==> src/qsp_pkg.sv <==
package qsp_pkg;

    // Request kinds. The unused code is a no-op that reports the queue unchanged.
    typedef enum logic [1:0] {
        KIND_TAIL   = 2'd0,
        KIND_SECOND = 2'd1,
        KIND_POP    = 2'd2
    } t_kind;

endpackage

==> src/qsp_store.sv <==
module qsp_store #(
    parameter int DEPTH = 16,
    parameter int WIDTH = 16,
    parameter int AW    = 4
) (
    input  logic             i_clk,
    input  logic             i_we,
    input  logic [AW-1:0]    i_waddr,
    input  logic [WIDTH-1:0] i_wdata,
    input  logic [AW-1:0]    i_raddr,
    output logic [WIDTH-1:0] o_rdata
);

    logic [WIDTH-1:0] r_mem [DEPTH];
    logic [WIDTH-1:0] r_rdata;

    always_ff @(posedge i_clk) begin
        if (i_we) begin
            r_mem[i_waddr] <= i_wdata;
        end
        r_rdata <= r_mem[i_raddr];
    end

    assign o_rdata = r_rdata;

endmodule

==> src/queue_with_second_place_insert_unit.sv <==
// A result is registered in the cycle after its request is accepted, but a pop that
// leaves items behind passes through ST_POP_READ first, and a second-place insert
// into a non-empty queue through ST_INS_WRITE. One request per cycle (unless a result
// is held by i_rsp_stall) for tail pushes, drops, no-ops and pops that find or leave
// the queue empty; those two stall intake (store read latency, single store write port).
// Reset (synchronous, active low) empties the queue; store contents stay undefined.
module queue_with_second_place_insert_unit
    import qsp_pkg::*;
#(
    parameter int QUEUE_DEPTH = 16,
    parameter int HANDLE_BITS = 16
) (
    input  logic                               i_clk,
    input  logic                               i_rst_n,
    input  logic                               i_req_valid,
    output logic                               o_req_stall,
    input  logic [1:0]                         i_req_kind,
    input  logic [HANDLE_BITS-1:0]             i_req_handle,
    output logic                               o_rsp_valid,
    input  logic                               i_rsp_stall,
    output logic                               o_rsp_popped_valid,
    output logic [HANDLE_BITS-1:0]             o_rsp_popped_handle,
    output logic                               o_rsp_front_valid,
    output logic [HANDLE_BITS-1:0]             o_rsp_front_handle,
    output logic                               o_rsp_is_empty,
    output logic [$clog2(QUEUE_DEPTH + 1)-1:0] o_rsp_occupancy,
    output logic                               o_rsp_dropped
);

    localparam int AW = $clog2(QUEUE_DEPTH);
    localparam int CW = $clog2(QUEUE_DEPTH + 1);
    localparam int SW = AW + 2;
    localparam logic [AW-1:0] LAST_IDX   = AW'(QUEUE_DEPTH - 1);
    localparam logic [CW-1:0] FULL_COUNT = CW'(QUEUE_DEPTH);
    localparam logic [SW-1:0] DEPTH_S    = SW'(QUEUE_DEPTH);

    typedef enum logic [1:0] {
        ST_IDLE,
        ST_POP_READ,
        ST_INS_WRITE
    } t_state;

    t_state                 r_state;
    logic [AW-1:0]          r_front;
    logic [CW-1:0]          r_count;
    logic [HANDLE_BITS-1:0] r_front_handle;
    logic [AW-1:0]          r_ins_addr;
    logic [HANDLE_BITS-1:0] r_ins_handle;

    logic                   r_rsp_valid;
    logic                   r_rsp_popped_valid;
    logic [HANDLE_BITS-1:0] r_rsp_popped_handle;
    logic                   r_rsp_front_valid;
    logic [HANDLE_BITS-1:0] r_rsp_front_handle;
    logic                   r_rsp_is_empty;
    logic [CW-1:0]          r_rsp_occupancy;
    logic                   r_rsp_dropped;

    t_kind                  req_kind;
    logic                   accept;
    logic                   is_full;
    logic                   is_empty;
    logic [SW-1:0]          tail_sum;
    logic [AW-1:0]          tail_idx;
    logic [AW-1:0]          front_inc;
    logic [AW-1:0]          front_dec;

    logic                   mem_we;
    logic [AW-1:0]          mem_waddr;
    logic [HANDLE_BITS-1:0] mem_wdata;
    logic [HANDLE_BITS-1:0] mem_rdata;

    assign req_kind    = t_kind'(i_req_kind);
    assign o_req_stall = (r_state != ST_IDLE) || (r_rsp_valid && i_rsp_stall);
    assign accept      = i_req_valid && !o_req_stall;
    assign is_full     = (r_count == FULL_COUNT);
    assign is_empty    = (r_count == '0);

    // The tail slot is front plus count, wrapped once around the ring.
    assign tail_sum  = SW'(r_front) + SW'(r_count);
    assign tail_idx  = (tail_sum >= DEPTH_S) ? AW'(tail_sum - DEPTH_S) : AW'(tail_sum);
    assign front_inc = (r_front == LAST_IDX) ? '0 : r_front + AW'(1);
    assign front_dec = (r_front == '0) ? LAST_IDX : r_front - AW'(1);

    // A second-place insert writes the old front into the slot ahead of it first,
    // then the new handle into the old front slot on the following cycle.
    always_comb begin
        mem_we    = 1'b0;
        mem_waddr = tail_idx;
        mem_wdata = i_req_handle;
        if (r_state == ST_INS_WRITE) begin
            mem_we    = 1'b1;
            mem_waddr = r_ins_addr;
            mem_wdata = r_ins_handle;
        end else if (accept && !is_full &&
                     (req_kind == KIND_TAIL || req_kind == KIND_SECOND)) begin
            mem_we = 1'b1;
            if (req_kind == KIND_SECOND && !is_empty) begin
                mem_waddr = front_dec;
                mem_wdata = r_front_handle;
            end
        end
    end

    qsp_store #(
        .DEPTH (QUEUE_DEPTH),
        .WIDTH (HANDLE_BITS),
        .AW    (AW)
    ) u_store (
        .i_clk   (i_clk),
        .i_we    (mem_we),
        .i_waddr (mem_waddr),
        .i_wdata (mem_wdata),
        .i_raddr (front_inc),
        .o_rdata (mem_rdata)
    );

    always_ff @(posedge i_clk) begin
        if (!i_rst_n) begin
            r_state     <= ST_IDLE;
            r_front     <= '0;
            r_count     <= '0;
            r_rsp_valid <= 1'b0;
        end else begin
            if (r_rsp_valid && !i_rsp_stall) begin
                r_rsp_valid <= 1'b0;
            end
            unique case (r_state)
                ST_IDLE: begin
                    if (accept) begin
                        // Default result reports the queue as it stands.
                        r_rsp_popped_valid  <= 1'b0;
                        r_rsp_popped_handle <= '0;
                        r_rsp_dropped       <= 1'b0;
                        r_rsp_front_valid   <= !is_empty;
                        r_rsp_front_handle  <= is_empty ? '0 : r_front_handle;
                        r_rsp_is_empty      <= is_empty;
                        r_rsp_occupancy     <= r_count;
                        r_rsp_valid         <= 1'b1;
                        unique case (req_kind) inside
                            KIND_TAIL, KIND_SECOND: begin
                                if (is_full) begin
                                    r_rsp_dropped <= 1'b1;
                                end else if (req_kind == KIND_SECOND && !is_empty) begin
                                    r_front      <= front_dec;
                                    r_count      <= r_count + CW'(1);
                                    r_ins_addr   <= r_front;
                                    r_ins_handle <= i_req_handle;
                                    r_rsp_valid  <= 1'b0;
                                    r_state      <= ST_INS_WRITE;
                                end else begin
                                    r_count           <= r_count + CW'(1);
                                    r_rsp_front_valid <= 1'b1;
                                    r_rsp_is_empty    <= 1'b0;
                                    r_rsp_occupancy   <= r_count + CW'(1);
                                    if (is_empty) begin
                                        r_front_handle     <= i_req_handle;
                                        r_rsp_front_handle <= i_req_handle;
                                    end
                                end
                            end
                            KIND_POP: begin
                                if (!is_empty) begin
                                    r_front             <= front_inc;
                                    r_count             <= r_count - CW'(1);
                                    r_rsp_popped_valid  <= 1'b1;
                                    r_rsp_popped_handle <= r_front_handle;
                                    r_rsp_occupancy     <= r_count - CW'(1);
                                    if (r_count == CW'(1)) begin
                                        r_rsp_front_valid  <= 1'b0;
                                        r_rsp_front_handle <= '0;
                                        r_rsp_is_empty     <= 1'b1;
                                    end else begin
                                        // The new front arrives from the store next cycle.
                                        r_rsp_valid <= 1'b0;
                                        r_state     <= ST_POP_READ;
                                    end
                                end
                            end
                            default: begin
                            end
                        endcase
                    end
                end
                ST_POP_READ: begin
                    r_front_handle     <= mem_rdata;
                    r_rsp_front_handle <= mem_rdata;
                    r_rsp_front_valid  <= 1'b1;
                    r_rsp_is_empty     <= 1'b0;
                    r_rsp_valid        <= 1'b1;
                    r_state            <= ST_IDLE;
                end
                ST_INS_WRITE: begin
                    r_rsp_popped_valid  <= 1'b0;
                    r_rsp_popped_handle <= '0;
                    r_rsp_dropped       <= 1'b0;
                    r_rsp_front_valid   <= 1'b1;
                    r_rsp_front_handle  <= r_front_handle;
                    r_rsp_is_empty      <= 1'b0;
                    r_rsp_occupancy     <= r_count;
                    r_rsp_valid         <= 1'b1;
                    r_state             <= ST_IDLE;
                end
                default: begin
                    r_state <= ST_IDLE;
                end
            endcase
        end
    end

    assign o_rsp_valid         = r_rsp_valid;
    assign o_rsp_popped_valid  = r_rsp_popped_valid;
    assign o_rsp_popped_handle = r_rsp_popped_handle;
    assign o_rsp_front_valid   = r_rsp_front_valid;
    assign o_rsp_front_handle  = r_rsp_front_handle;
    assign o_rsp_is_empty      = r_rsp_is_empty;
    assign o_rsp_occupancy     = r_rsp_occupancy;
    assign o_rsp_dropped       = r_rsp_dropped;

endmodule

==> config.mk <==
export PLATFORM = sky130hd
export DESIGN_NAME = queue_with_second_place_insert_unit
export DESIGN_NICKNAME = d
export VERILOG_FILES = /design/src/qsp_pkg.sv /design/src/qsp_store.sv /design/src/queue_with_second_place_insert_unit.sv
export SDC_FILE = /design/constraint.sdc
export NUM_CORES = 1
export LEC_CHECK = 0
export ABC_CLOCK_PERIOD_IN_PS = 6700
export BUFFER_PORTS_ARGS = -buffer_cell sky130_fd_sc_hd__buf_4
export CORE_ASPECT_RATIO = 1.2
export CORE_UTILIZATION = 35
export DETAILED_ROUTE_END_ITERATION = 10
export PLACE_DENSITY = 0.48
export RECOVER_POWER = 100
export SLEW_MARGIN = 20
export SYNTH_ARGS = -nofsm -noshare
export SYNTH_HDL_FRONTEND = slang
export SYNTH_SLANG_ARGS = --single-unit
==> constraint.sdc <==
create_clock -name i_clk -period 6.7 [get_ports i_clk]
set_input_delay 0.335 -clock i_clk [delete_from_list [all_inputs] [get_ports i_clk]]
set_output_delay 0.335 -clock i_clk [all_outputs]
set_load 0.1 [all_outputs]
==> results.sh, run 1 <==
export IMPL_grt_max_degree=46
export IMPL_tns_ns=0
export IMPL_diodes=0
export IMPL_first_iter_violations=559
export IMPL_fmax_ghz=0.203
export IMPL_layout_commonest_cell="edfxtp_1"
export IMPL_io_buffer_count=64
export IMPL_ys_flop_type="edfxtp_1"
export IMPL_synth_area_um2=15400
export IMPL_max_cap_viol_count=4
export IMPL_cts_tree="built"
export IMPL_finalSetupViolations=0
export IMPL_dp_slack_ns=2.64
export IMPL_die_w_um=193
export IMPL_final_cell_mix="edfxtp_1 (333), clkbuf_1 (101), nand2_1 (84), mux4_2 (54)"
export IMPL_max_stage_delay_ns=1.05
export IMPL_synthArstFlopShare=0
export IMPL_drt_pass1_iter_count=10
export IMPL_end_kind="flop"
export IMPL_rsz0062_at_grt="false"
export IMPL_vias_per_cell=5.19
export IMPL_yosys_area_top_type="edfxtp_1"
export IMPL_die_area_um2=44800
export IMPL_hp_class="input pin to flop"
export IMPL_synth_cell_types=74
export IMPL_overflow=0
export IMPL_drv_slew=99
export IMPL_grt_pass1_wl_um=56100
export IMPL_finalCriticalPeriod_ns=4.92
export IMPL_synthToLayoutAreaGrowth_pct=14.7
export IMPL_drc=14
export IMPL_clock_sinks=361
export IMPL_layout_nets=1095
export IMPL_antenna_found_initial=0
export IMPL_post_drt_wl_per_cell_um=22.0
export IMPL_tightestPinTransition_ns=2.78
export IMPL_seq_area_frac_synth=0.687
export IMPL_path_cells="inv_1 -> ha_1 -> a21boi_0 -> nand4_4 -> mux2i_1 -> o2bb2ai_1 -> a211oi_1 -> clkbuf_1"
export IMPL_arrival_ns=5.08
export IMPL_core_area_um2=43100
export IMPL_violations="design-rule violations, max-capacitance violations, max-slew violations"
export IMPL_first_global_vias=8792
export IMPL_yosysTopAreaCellShare=0.650
export IMPL_io_pins=65
export IMPL_cts_max_level=2
export IMPL_die_h_um=232
export IMPL_yosys_warnings=0
export IMPL_place_gp_congestion=0.817
export IMPL_outcome="finished with violations"
export IMPL_routed_wirelength_um=36000
export IMPL_num_vias=8510
export IMPL_synthCells=963
export IMPL_cp_start_kind="flop"
export IMPL_cpMaxStageDelayCell="a211oi_1"
export IMPL_synth_seq_cells=361
export IMPL_finalClockSkew_ns=0.0238
export IMPL_syn_nets=999
export IMPL_cts_buffers_inserted=39
export IMPL_timing_final_ws_setup_ns=1.78
export IMPL_hold_viol=0
export IMPL_synth_avg_cell_area_um2=16.0
export IMPL_crit_fanout=27
export IMPL_start_util=0.357
export IMPL_rows=83
export IMPL_clock_latency_ns=0.54
export IMPL_path_clk_slew_ns=0.06
export IMPL_synthTopCellsByArea="edfxtp_1 (65%), mux4_2 (7.9%), dfxtp_1 (3.6%)"
export IMPL_drive_gt1_frac=0.151
export IMPL_path_class="flop to flop"
export IMPL_antenna_left=0
export IMPL_ir_worst_vdd_v=0.000136
export IMPL_min_period_over_period=0.734
export IMPL_cellPowerDensity_nw_per_um2=320
export IMPL_cp_required_ns=6.87
export IMPL_leakage_uw=0.00579
export IMPL_synth_edff_count=333
export IMPL_grt_usage=0.165
export IMPL_dp_hpwl_um=24000
export IMPL_root_buffer="clkbuf_16"
export IMPL_cts_path_max_buffers=3
export IMPL_relSlewSlack=-0.867
==> state kept, by name, indices dropped and copies added, names as in the netlist <==
name and flops:
r_state 2, u_store.r_mem 256, o_rsp_is_empty 1, r_ins_addr 4
r_front 4, u_store.o_rdata 16, r_front_handle 16, o_rsp_dropped 1
o_rsp_popped_handle 16, r_ins_handle 16, o_rsp_front_valid 1, o_rsp_front_handle 16
o_rsp_occupancy 5, r_count 5, o_rsp_valid 1, o_rsp_popped_valid 1
==> cells in the mapped netlist, drive strengths merged, types with 3 or more instances <==
cell / count
nor3: 13
nor2: 12
dfxtp: 28
nor2b: 6
edfxtp: 333
a2bb2oi: 3
nand3: 7
a31oi: 3
or2: 4
inv: 13
ha: 13
nand2b: 9
nor3b: 18
buf: 25
nand2: 84
a22o: 17
a21o: 3
o211ai: 5
a21oi: 43
xor2: 3
a22oi: 24
mux2i: 34
a2111oi: 7
and3: 17
o22ai: 14
clkbuf: 37
mux2: 16
a21boi: 7
mux4: 54
and2: 5
xnor2: 7
o31ai: 5
a211oi: 17
o21ai: 44
==> worst paths after layout <==
| path | depth (start not counted) | slack, ns | startpoint | to |
|---|---|---|---|---|
| hold reg to reg | 2 | 0.52 | r_state[1] | r_state[1] |
| setup / recovery | 8 | 1.78 | r_state[0] | u_store.r_mem[13][1] |
| hold / removal | 1 | 0.13 | i_req_handle[13] | r_ins_handle[13] |
| setup reg to reg | 8 | 1.78 | r_state[0] | u_store.r_mem[13][1] |
==> routing by layer <==
| metal | part of all wire | global-route usage |
|---|---|---|
| met1 | 0.45 | 0.221 |
| met2 | 0.49 | 0.278 |
| met3 | 0.039 | 0.0256 |
| met4 | 0.022 | 0.0493 |
| met5 | 0 | 0 |
==> worst max-delay path: cells and delay by family, from the launching register on <==
kind,cells,cell delay (ns)
AO/OA/AOI/OAI,3,2.19
multiplexers,1,0.32
flip-flops,1,0.33
buffers and inverters,2,0.71
AND/OR/NAND/NOR,1,0.70
adder cells (fa/ha/maj),1,0.28
==> where the power goes <==
| part | switching [uW] | internal (uW) | total [uW] |
|---|---|---|---|
| combinational | 668 | 276 | 944 |
| clock | 854 | 1170 | 2020 |
| sequential | 62.7 | 2620 | 2680 |
==> final cells by class <==
type | instances | area [um2]
Timing Repair Buffer | 117 | 588
Clock inverter | 14 | 106
Sequential cell | 361 | 10600
Inverter | 13 | 48.8
Clock buffer | 57 | 1080
Fill cell | 3995 | 25500
Tap cell | 552 | 691
Multi-Input combinational cell | 527 | 4560
==> timing repair <==
item                                   in CTS  in global routing
hold buffers                               13                  0
endpoints found under the hold margin      13                  0
setup buffers                               0                  0
resized for setup                           0                  0
==> through the flow <==
step | util | hold slack, ns | std cells | cell area, um2 | total power (uW)
6_report | 0.409 | 0.129 | 1641 | 17600 | 5650
5_1_grt | 0.409 | 0.115 | 1641 | 17600 | 5880
4_1_cts | 0.419 | 0.00225 | 1641 | 18100 | 5770
3_5_place_dp | 0.389 | 0.518 | 1557 | 16800 | 3730
3_3_place_gp | 0.389 | 0.511 | 1557 | 16800 | 3720
2_1_floorplan | - | 0.426 | 963 | 15400 | 3410
==> cells by family (layout without fill, tap and decap cells) <==
group | count (synthesis) | after routing | share of synthesized area
AND/OR/NAND/NOR | 190 | 190 | 0.0658
buffers and inverters | 75 | 201 | 0.0217
AO/OA/AOI/OAI | 209 | 209 | 0.0950
flip-flops | 361 | 361 | 0.687
adder cells (fa/ha/maj) | 14 | 14 | 0.0119
multiplexers | 104 | 104 | 0.113
XOR/XNOR | 10 | 10 | 0.00618
No activity file was read; power rests on OpenSTA's default activity.
==> inputs of run 2 (changes only) <==
ABC_AREA = 1   (was default)
ABC_CLOCK_PERIOD_IN_PS = 4000   (was 6700)
PLACE_DENSITY = 0.5   (was 0.48)
clock period = 4 ns   (was 6.7 ns; I/O delays follow)
==> results.sh, run 2 <==
export IMPL_dp_slack_ns=0.937
export IMPL_dpl_cell_count=2149
export IMPL_synth_commonest_cells="nand2_1 (404), edfxtp_1 (333), nand3_1 (234)"
export IMPL_rows=85
export IMPL_layout_commonest_cell="nand2_1"
export IMPL_vias_per_cell=4.99
export IMPL_synth_avg_cell_area_um2=10.6
export IMPL_largest_reg_flops=256
export IMPL_yosysMostFrequentCell="nand2_1"
export IMPL_synthCells=1508
export IMPL_io_pins=65
export IMPL_synthAdderAreaFrac=0.0114
export IMPL_hold_viol=1
export IMPL_routed_wirelength_um=42700
export IMPL_die_w_um=197
export IMPL_first_iter_violations=983
export IMPL_synthArstFlopShare=0
export IMPL_hold_buffers=17
export IMPL_layout_nets=1633
export IMPL_synth_cell_types=41
export IMPL_diodes=0
export IMPL_cts_max_level=2
export IMPL_start_util=0.356
export IMPL_fmax_ghz=0.290
export IMPL_n_fill_cell=4401
export IMPL_grt_usage=0.185
export IMPL_max_cap_viol_count=1
export IMPL_cp_start_kind="flop"
export IMPL_violations="negative hold slack, max-capacitance violations, max-slew violations"
export IMPL_clock_sinks=361
export IMPL_core_area_um2=45000
export IMPL_ir_worst_vdd_v=0.000255
export IMPL_die_area_um2=46600
export IMPL_cts_tree="built"
export IMPL_synthToLayoutAreaGrowth_pct=14.4
export IMPL_seq_area_frac_synth=0.660
export IMPL_rsz0062_at_grt="false"
export IMPL_ys_flop_type="edfxtp_1"
export IMPL_final_area_um2=18300
export IMPL_relSlewSlack=-0.120
export IMPL_syn_nets=1544
export IMPL_drv_slew=39
export IMPL_drive_gt1_frac=0.0873
export IMPL_cp_required_ns=4.47
export IMPL_overflow=0
export IMPL_cts_buffers_inserted=38
export IMPL_whs_path_depth=3
export IMPL_crit_fanout=38
export IMPL_synth_compound_area_frac=0.0546
export IMPL_post_drt_wl_per_cell_um=19.1
export IMPL_timing_final_ws_setup_ns=0.554
export IMPL_final_seq_area_um2=10600
export IMPL_synth_seq_cells=361
export IMPL_placed_area_um2=17300
export IMPL_num_vias=11100
export IMPL_postCtsSetupBuffers=0
export IMPL_antenna_found_initial=0
export IMPL_finalCriticalPeriod_ns=3.45
export IMPL_drc=0
export IMPL_cts_resized=0
export IMPL_cellPowerDensity_nw_per_um2=579
export IMPL_grt_pass1_wl_um=66300
export IMPL_tightestPinTransition_ns=1.68
export IMPL_grt_max_degree=94
export IMPL_first_global_vias=11000
export IMPL_synth_area_um2=16000
export IMPL_drt_pass1_iter_count=5
export IMPL_path_clk_slew_ns=0.06
export IMPL_dp_hpwl_um=27000
export IMPL_regMostFlops="u_store.r_mem"
export IMPL_multi_input_area_um2=4580
export IMPL_io_buffer_count=64
export IMPL_final_cell_mix="nand2_1 (409), edfxtp_1 (333), nand3_1 (236), inv_1 (105), clkbuf_1 (80)"
export IMPL_synth_edff_count=333
export IMPL_root_buffer="clkbuf_16"
export IMPL_yosys_area_top_type="edfxtp_1"
export IMPL_hp_class="input pin to flop"
export IMPL_yosys_area_share_simple=0.215
export IMPL_synth_area_mux_share=0
export IMPL_finalClockSkew_ns=0.0165
export IMPL_tns_ns=0
export IMPL_die_h_um=236
export IMPL_arrival_ns=3.92
export IMPL_yosys_warnings=0
export IMPL_synthTopCellsByArea="edfxtp_1 (62%), nand2_1 (9.5%), nand3_1 (7.3%)"
export IMPL_synth_xor_area_share=0.00438
export IMPL_leakage_uw=0.00690
export IMPL_yosysTopAreaCellShare=0.625
export IMPL_whs_ns=-0.0258
export IMPL_clock_latency_ns=0.54
export IMPL_antenna_left=0
export IMPL_end_kind="flop"
export IMPL_cts_path_max_buffers=3
export IMPL_finalNonFillerCells=2236
export IMPL_outcome="finished with violations"
export IMPL_finalSetupViolations=0
export IMPL_place_gp_congestion=0.826
export IMPL_rr_worst_depth=10
export IMPL_min_period_over_period=0.861
export IMPL_path_class="flop to flop"
export IMPL_synth_top_family_by_area="simple AND/OR/NAND/NOR gates"
-- run 2: per-stage QoR --
| step | hold WS, ns | total power, uW | util |
|---|---|---|---|
| 6_report | -0.0258 | 10600 | 0.407 |
| 5_1_grt | 0.00254 | 11100 | 0.407 |
| 4_1_cts | 0.00801 | 10800 | 0.415 |
| 3_5_place_dp | 0.403 | 7300 | 0.384 |
| 3_3_place_gp | 0.402 | 7300 | 0.384 |
| 2_1_floorplan | 0.299 | 6490 | - |
-- run 2: power by group --
group | internal [uW] | switching, uW | leakage, uW
clock network | 2020 | 1460 | 0.000596
registers | 4540 | 141 | 0.00326
logic | 548 | 1890 | 0.00305
-- run 2: area by class of cell --
| type | count | share of cell area |
|---|---|---|
| flip-flops and latches | 361 | 0.577 |
| multi-input cells | 951 | 0.250 |
| clock buffers | 56 | 0.0590 |
| well taps | 609 | 0.0416 |
| repair buffers | 132 | 0.0415 |
| inverters | 113 | 0.0232 |
| clock inverters | 14 | 0.00772 |
-- run 2: final timing paths --
kind          startpoint                   to  slack, ns
max           r_front[1]  u_store.o_rdata[15]       0.55
min          i_rsp_stall          o_rsp_valid      -0.03
max reg2reg   r_front[1]  u_store.o_rdata[15]       0.55
min reg2reg  o_rsp_valid          o_rsp_valid       0.52
-- run 2: cells by family (layout without fill, tap and decap cells) --
kind of cell | count (synthesis) | after routing
AO/OA/AOI/OAI | 158 | 158
XOR/XNOR | 8 | 8
adder cells (fa/ha/maj) | 14 | 14
buffers and inverters | 196 | 315
flip-flops | 361 | 361
AND/OR/NAND/NOR | 771 | 771
-- run 2: routing by layer --
| layer | track usage | vias up | wire [um] |
|---|---|---|---|
| met3 | 0.0265 | 54 | 2330 |
| met4 | 0.0479 | 0 | 826 |
| met1 | 0.248 | 5410 | 19000 |
| li1 | - | 5357 | - |
| met5 | 0 | - | 0 |
| met2 | 0.313 | 328 | 20600 |
-- run 2: critical path: stages, from the launching register on --
cell     delay (ns)
dfxtp_1        0.43
inv_1          0.16
ha_2           0.51
inv_1          1.29
buf_4          0.40
nand3_1        0.09
nand2_1        0.07
nand2_1        0.05
nand2_1        0.13
nand2_1        0.11
nand2_1        0.11
